==> src/tmp_pkg.sv <==
`timescale 1ns / 1ps
`default_nettype none
package tmp_pkg;

	localparam int MUL_W = 34;

	localparam logic [31:0] U32_MAX = 32'hffff_ffff;
	localparam logic [31:0] S32_MAX = 32'h7fff_ffff;
	localparam logic [31:0] S32_MIN = 32'h8000_0000;

	localparam logic ACT_SET_GOAL = 1'b0;
	localparam logic ACT_UPDATE   = 1'b1;

	localparam logic REG_MAX_VELOCITY = 1'b0;
	localparam logic REG_RAMP_TIME    = 1'b1;

	typedef enum logic [4:0] {
		S_IDLE,
		S_ACC_DIV,
		S_ACC_WAIT,
		S_TR_DIV,
		S_TR_WAIT,
		S_CMP_MUL,
		S_CMP,
		S_TRI_DIV,
		S_TRI_WAIT,
		S_SQRT,
		S_SQRT_WAIT,
		S_PEAK_MUL,
		S_PEAK,
		S_CRU_DIV,
		S_CRU_WAIT,
		S_UPD_MUL,
		S_UPD_VEL,
		S_UPD_POS_MUL,
		S_UPD_POS,
		S_DONE
	} tmp_state_t;

	typedef enum logic [1:0] {
		RG_RAMP,
		RG_CRUISE,
		RG_DECEL,
		RG_STOP
	} tmp_region_t;

	typedef struct packed {
		logic start;
		logic is_sqrt;
	} ss_cmd_t;

endpackage
`default_nettype wire

==> src/tmp_mul.sv <==
`timescale 1ns / 1ps
`default_nettype none
module tmp_mul
	import tmp_pkg::*;
(
	input  wire logic                        clk,
	input  wire logic signed [MUL_W-1:0]     a,
	input  wire logic signed [MUL_W-1:0]     b,
	output logic signed [2*MUL_W-1:0]        p_q
);

	always_ff @(posedge clk) begin
		p_q <= a * b;
	end

endmodule
`default_nettype wire

==> config.mk <==
export PLATFORM = sky130hd
export DESIGN_NAME = tmp_mul
export DESIGN_NICKNAME = d
export VERILOG_FILES = /design/src/tmp_pkg.sv /design/src/tmp_mul.sv
export SDC_FILE = /design/constraint.sdc
export NUM_CORES = 2
export LEC_CHECK = 0
export ABC_AREA = 1
export BUFFER_PORTS_ARGS = -buffer_cell sky130_fd_sc_hd__clkbuf_2
export CAP_MARGIN = 30
export CORE_ASPECT_RATIO = 1.75
export CORE_MARGIN = 2
export CORE_UTILIZATION = 67
export CTS_BUF_LIST = sky130_fd_sc_hd__clkbuf_8
export DETAILED_ROUTE_END_ITERATION = 7
export PLACE_DENSITY = 0.92
export REMOVE_ABC_BUFFERS = 1
export SYNTH_ARGS = -nofsm -noshare
export SYNTH_HDL_FRONTEND = slang
export SYNTH_SLANG_ARGS = --single-unit
==> constraint.sdc <==
create_clock -name clk -period 9.55 [get_ports clk]
set_input_delay 1.91 -clock clk [delete_from_list [all_inputs] [get_ports clk]]
set_output_delay 1.91 -clock clk [all_outputs]
set_load 0.02 [all_outputs]
# --- Yosys cells after proc, flatten, opt, wreduce, memory -nomap -nowiden ---
# Cells that the tools add are included.
word_totals:
  register_bits: 68
  word_cells: 2
  inputBits: 69
  output_inout_bits: 68
classes:
  multipliers: 1
ops:
  columns: ["cell", "count"]
  rows:
  - ["34-bit by 34-bit multiplier with 68-bit output", 1]

# --- Longest topological paths before layout ---
logic_depth:
  depth_word: 1
  ltp_mapped: 35
  ltp_nobuf: 33

# --- Worst setup path before layout ---
# No wires, ideal clock.
synth_timing:
  path_type: "in2reg"
  from: "input port a[33]"
  to: "register p_q[66]"
  t_required_ns: 9.438
  path_stages: 24
  path_slack_ns: 0.817
  setup_ns: 0.112
  path_buffers: 2
  arrival_time_ns: 8.621
  path_cell_list: "clkbuf_1 -> clkbuf_1 -> nand2_1 -> inv_1 -> fa_1 -> fa_1 -> fa_1 -> fa_1 -> inv_1 -> fa_1 -> fa_1 -> inv_1 -> fa_1 -> fa_1 -> ha_1 -> nand2_1 -> nor2_1 -> inv_1 -> nor2_2 -> nand2_1 -> nor3_1 -> nand2_2 -> nand3_1 -> nand2_1"
synth_between:
  elab_chain_len: 1
synth_rtl:
  columns: ["item", "line_no", "rtl"]
  rows:
  - ["start: declaration", "tmp_mul.sv:7", "input wire logic signed [MUL_W-1:0] a,"]
  - ["34-bit by 34-bit multiplier with 68-bit output", "tmp_mul.sv:13", "p_q <= a * b;"]
  - ["end signal: assignment", "tmp_mul.sv:13", null]
  - ["end: declaration", "tmp_mul.sv:9", "output logic signed [2*MUL_W-1:0] p_q"]
# No other way between the ends.

# --- Worst setup path after layout ---
layout_timing:
  from: "input port b[10]"
  to: "register p_q[59]"
layout_between:
  elab_chain_len: 1
layout_rtl:
  columns: ["item", "line_no", "rtl"]
  rows:
  - ["start: declaration", "tmp_mul.sv:8", "input wire logic signed [MUL_W-1:0] b,"]
  - ["34-bit by 34-bit multiplier with 68-bit output", "tmp_mul.sv:13", null]
# No other way between the ends.

==> results.py <==
metrics = {
    "min_path": {
        "launch_point_of_the_worst_hold_path": "a[0]",
        "min_delay_worst_endpoint": "p_q[0]$_DFF_P_",
        "min_path_type": "in -> reg",
        "min_delay_path_depth": 4,
    },
    "sta": {
        "max_slew_margin_pct": 28.45,
        "setup_viol": 0,
        "timing.final.ws_setup_ns": 0.5422,
        "upper_clock_frequency_limit_ghz": 0.1110,
        "grt_setup_unrepaired": "no",
        "finalMaxSlewViolations": 0,
        "max_slew.worst_pin.slew_ns": 1.073,
        "final.setup.tns_ns": 0,
        "layout_min_cycle_time_ns": 9.008,
        "period_share_pct": 94.32,
        "hold_viol_final": 0,
    },
    "synthesis": {
        "synthesized_cell_area_um2": 46220,
        "synthesis.area_per_instance_um2": 7.740,
        "syn_inst": 5972,
        "synthMuxAreaShare_pct": 0,
        "synth_xor_area_share_pct": 0.6632,
        "synth-seq-cells": 68,
        "synth-simple-area-share_pct": 16.58,
        "synth_top_cell_area_share_pct": 53.75,
        "synthDominantAreaCellType": "sky130_fd_sc_hd__fa_1",
        "synth_cell_types": 32,
        "synth_top_family_by_area": "adder cells",
        "synth_sequential_area_ratio_pct": 2.945,
        "synth-compound-area-share_pct": 1.131,
        "synth_fa_ha_area_share_pct": 59.27,
        "synth_area_leaders": "sky130_fd_sc_hd__fa_1 (54%), sky130_fd_sc_hd__inv_1 (17%), sky130_fd_sc_hd__nand2_1 (13%)",
        "synth.yosys.warnings": 0,
    },
    "cts": {
        "post_cts_resized": 0,
        "cts_root_buf": "sky130_fd_sc_hd__clkbuf_8",
        "cts_buffers": 9,
        "ctsLongestPathBuffers": 2,
        "postCtsHoldBufs": 0,
        "cts_max_level": 3,
        "cts_sinks": 68,
        "number_of_setup_buffers_added_after_cts": 0,
        "cts_tree": "done",
        "worst_setup_hold_path_clk_slew_ns": 0.10,
    },
    "layout": {
        "finish.net_count": 7486,
        "area_overhead_of_the_layout_relative_to_synthesis_pct": 4.556,
        "largest-register": "p_q",
        "finalNonFillerCells": 6883,
        "layout-drive-gt1-share_pct": 5.622,
        "largestRegisters": "p_q x68",
        "max_ffs_per_register": 68,
    },
    "drt": {
        "detail_route.wl_per_cell_um": 21.59,
        "dr.first_iter.drc_count": 3411,
        "drc_markers": 1,
        "via_count": 38990,
        "route.final.wire_length_um": 148600,
        "drt_pre_antenna_iters": 8,
        "post_drt_via_cell_ratio": 5.664,
        "drtAntennaViolNets": 0,
    },
    "worst_setup_path": {
        "worstPathArrival_ns": 9.39,
        "path_delay_family": "adder cells",
        "timing.critical_path.from_type": "primary input",
        "critical_path.cell_chain": "clkbuf_2 -> nand2_1 -> fa_1 -> fa_1 -> inv_1 -> fa_1 -> fa_1 -> fa_1 -> inv_1 -> fa_1 -> fa_1 -> fa_1 -> inv_1 -> ha_1 -> nand2_1 -> nor2_1 -> nand3_1 -> inv_1 -> nand2_1 -> nor3_2 -> nand2_1 -> nand4_1 -> nand2_1",
        "timing.critical_path.slowest_cell_delay_ns": 0.89,
        "crit_type": "in -> reg",
        "required_ns": 9.93,
        "critical-path-slowest-cell": "sky130_fd_sc_hd__fa_1",
        "worstSetupEndpointType": "flip-flop",
        "critPathBufInv": 5,
        "critical_path.most_common_cell": "sky130_fd_sc_hd__fa_1",
        "worstPathMaxFanout": 24,
    },
    "flow_run": {
        "timing.max_cap.violations": 0,
    },
    "place": {
        "place.port_buffers": 136,
        "gp_congestion": 1.060,
        "dp_hpwl_um": 125000,
        "detailedPlace.worstSlack_ns": 0.1605,
        "dp.cells": 6863,
    },
    "floorplanning": {
        "initial_utilization_pct": 67.65,
        "top_ports": 137,
        "placeableCoreArea_um2": 68330,
        "die_h_um": 351.5,
        "floorplan.die_area_um2": 71190,
        "floorplan.rows": 127,
        "chipWidth_um": 202.6,
    },
    "grt": {
        "grt_max_degree": 35,
        "overall_routing_resource_usage_pct": 44.25,
        "gr-total-overflow": 0,
        "grt_first_pass_wirelength_um": 233000,
        "antenna_found_initial": 7,
        "first_global_vias": 45050,
    },
    "run_status": {
        "violated_checks": "DRC",
        "outcome": "finished, violations left",
    },
}
==> worst max path at each step <==
stage | cells past startpoint | slack [ns] | endpoint | startpoint
after floorplan | 24 | 1.24 | p_q[66]$_DFF_P_ | a[33]
after global placement | 25 | 0.27 | p_q[57]$_DFF_P_ | a[33]
after detailed placement | 23 | 0.16 | p_q[60]$_DFF_P_ | b[10]
after CTS | 25 | 0.66 | p_q[57]$_DFF_P_ | a[33]
after global routing | 23 | 0.23 | p_q[59]$_DFF_P_ | b[10]
final | 23 | 0.54 | p_q[59]$_DFF_P_ | b[10]
==> layout make-up <==
type                            instances  area, µm²
Multi-Input combinational cell       3514      35890
Fill cell                            4858      20000
Inverter                             2119       7954
Timing Repair Buffer                  260       1769
Sequential cell                        68       1361
Tap cell                              903       1130
Clock buffer                            9      123.9
Clock inverter                          7      92.59
Antenna cell                            3      7.507
==> cells by family after synthesis <==
group,Yosys count
buf+inv,2390
simple gates,1939
fa+ha+maj,1445
compound gates,95
flops,68
xor+xnor,35
==> stage by stage <==
step,cell area (µm²),hold slack [ns],utilization [%]
after floorplan,45210,2.003,-
after global placement,48060,2.324,70.33
after detailed placement,48080,2.324,70.37
after CTS,48300,2.057,70.69
after global routing,48320,2.150,70.72
final,48330,2.135,70.73
==> synth_stat cells <==
| cell | n |
|---|---|
| sky130_fd_sc_hd__a21oi_1 | 59 |
| sky130_fd_sc_hd__nand2_1 | 1661 |
| sky130_fd_sc_hd__clkbuf_1 | 269 |
| sky130_fd_sc_hd__dfxtp_1 | 68 |
| sky130_fd_sc_hd__inv_2 | 3 |
| sky130_fd_sc_hd__nor3_2 | 5 |
| sky130_fd_sc_hd__nand3_1 | 70 |
| sky130_fd_sc_hd__and2_1 | 1 |
| sky130_fd_sc_hd__o21ai_1 | 1 |
| sky130_fd_sc_hd__o21bai_1 | 11 |
| sky130_fd_sc_hd__o21ai_0 | 18 |
| sky130_fd_sc_hd__nand2_4 | 2 |
| sky130_fd_sc_hd__nor3_4 | 2 |
| sky130_fd_sc_hd__a21oi_2 | 4 |
| sky130_fd_sc_hd__ha_1 | 204 |
| sky130_fd_sc_hd__nor4_2 | 1 |
| sky130_fd_sc_hd__nand4_1 | 19 |
| sky130_fd_sc_hd__xor2_1 | 33 |
| sky130_fd_sc_hd__or2_2 | 8 |
| sky130_fd_sc_hd__nor3_1 | 15 |
| sky130_fd_sc_hd__o21a_1 | 1 |
| sky130_fd_sc_hd__inv_1 | 2116 |
| sky130_fd_sc_hd__xnor2_1 | 2 |
| sky130_fd_sc_hd__nand3_2 | 7 |
| sky130_fd_sc_hd__nand2b_1 | 1 |
| sky130_fd_sc_hd__nand3b_1 | 3 |
| sky130_fd_sc_hd__nor2_2 | 9 |
| sky130_fd_sc_hd__nand2_2 | 20 |
| sky130_fd_sc_hd__nor2_1 | 115 |
| sky130_fd_sc_hd__fa_1 | 1241 |
| sky130_fd_sc_hd__buf_1 | 2 |
| sky130_fd_sc_hd__a21o_1 | 1 |
==> placed cells by master, fill, tap and decap left out, types with 2 or more instances in the layout <==
cell	n
sky130_fd_sc_hd__a21oi_1	59
sky130_fd_sc_hd__a21oi_2	4
sky130_fd_sc_hd__buf_12	11
sky130_fd_sc_hd__buf_4	112
sky130_fd_sc_hd__bufinv_16	2
sky130_fd_sc_hd__clkbuf_2	136
sky130_fd_sc_hd__clkbuf_8	9
sky130_fd_sc_hd__clkinvlp_4	2
sky130_fd_sc_hd__dfxtp_1	68
sky130_fd_sc_hd__diode_2	3
sky130_fd_sc_hd__fa_1	1241
sky130_fd_sc_hd__ha_1	204
sky130_fd_sc_hd__inv_1	2117
sky130_fd_sc_hd__inv_2	3
sky130_fd_sc_hd__nand2_1	1661
sky130_fd_sc_hd__nand2_2	20
sky130_fd_sc_hd__nand2_4	2
sky130_fd_sc_hd__nand3_1	70
sky130_fd_sc_hd__nand3_2	7
sky130_fd_sc_hd__nand3b_1	3
sky130_fd_sc_hd__nand4_1	19
sky130_fd_sc_hd__nor2_1	115
sky130_fd_sc_hd__nor2_2	9
sky130_fd_sc_hd__nor3_1	15
sky130_fd_sc_hd__nor3_2	5
sky130_fd_sc_hd__nor3_4	2
sky130_fd_sc_hd__o21ai_0	18
sky130_fd_sc_hd__o21bai_1	11
sky130_fd_sc_hd__or2_2	8
sky130_fd_sc_hd__xnor2_1	2
sky130_fd_sc_hd__xor2_1	33
==> per-layer routing <==
| layer | vias to the layer above | GRT usage [%] | share of wire (%) |
|---|---|---|---|
| met3 | 1366 | 11.31 | 10 |
| met2 | 2963 | 75.26 | 49 |
| met5 | - | 0.8242 | 0.092 |
| li1 | 16020 | - | - |
| met4 | 10 | 44.02 | 13 |
| met1 | 18630 | 42.82 | 27 |
Power is not shown: default switching activity piles up to over one toggle a cycle in this logic, so the estimate is an artifact.
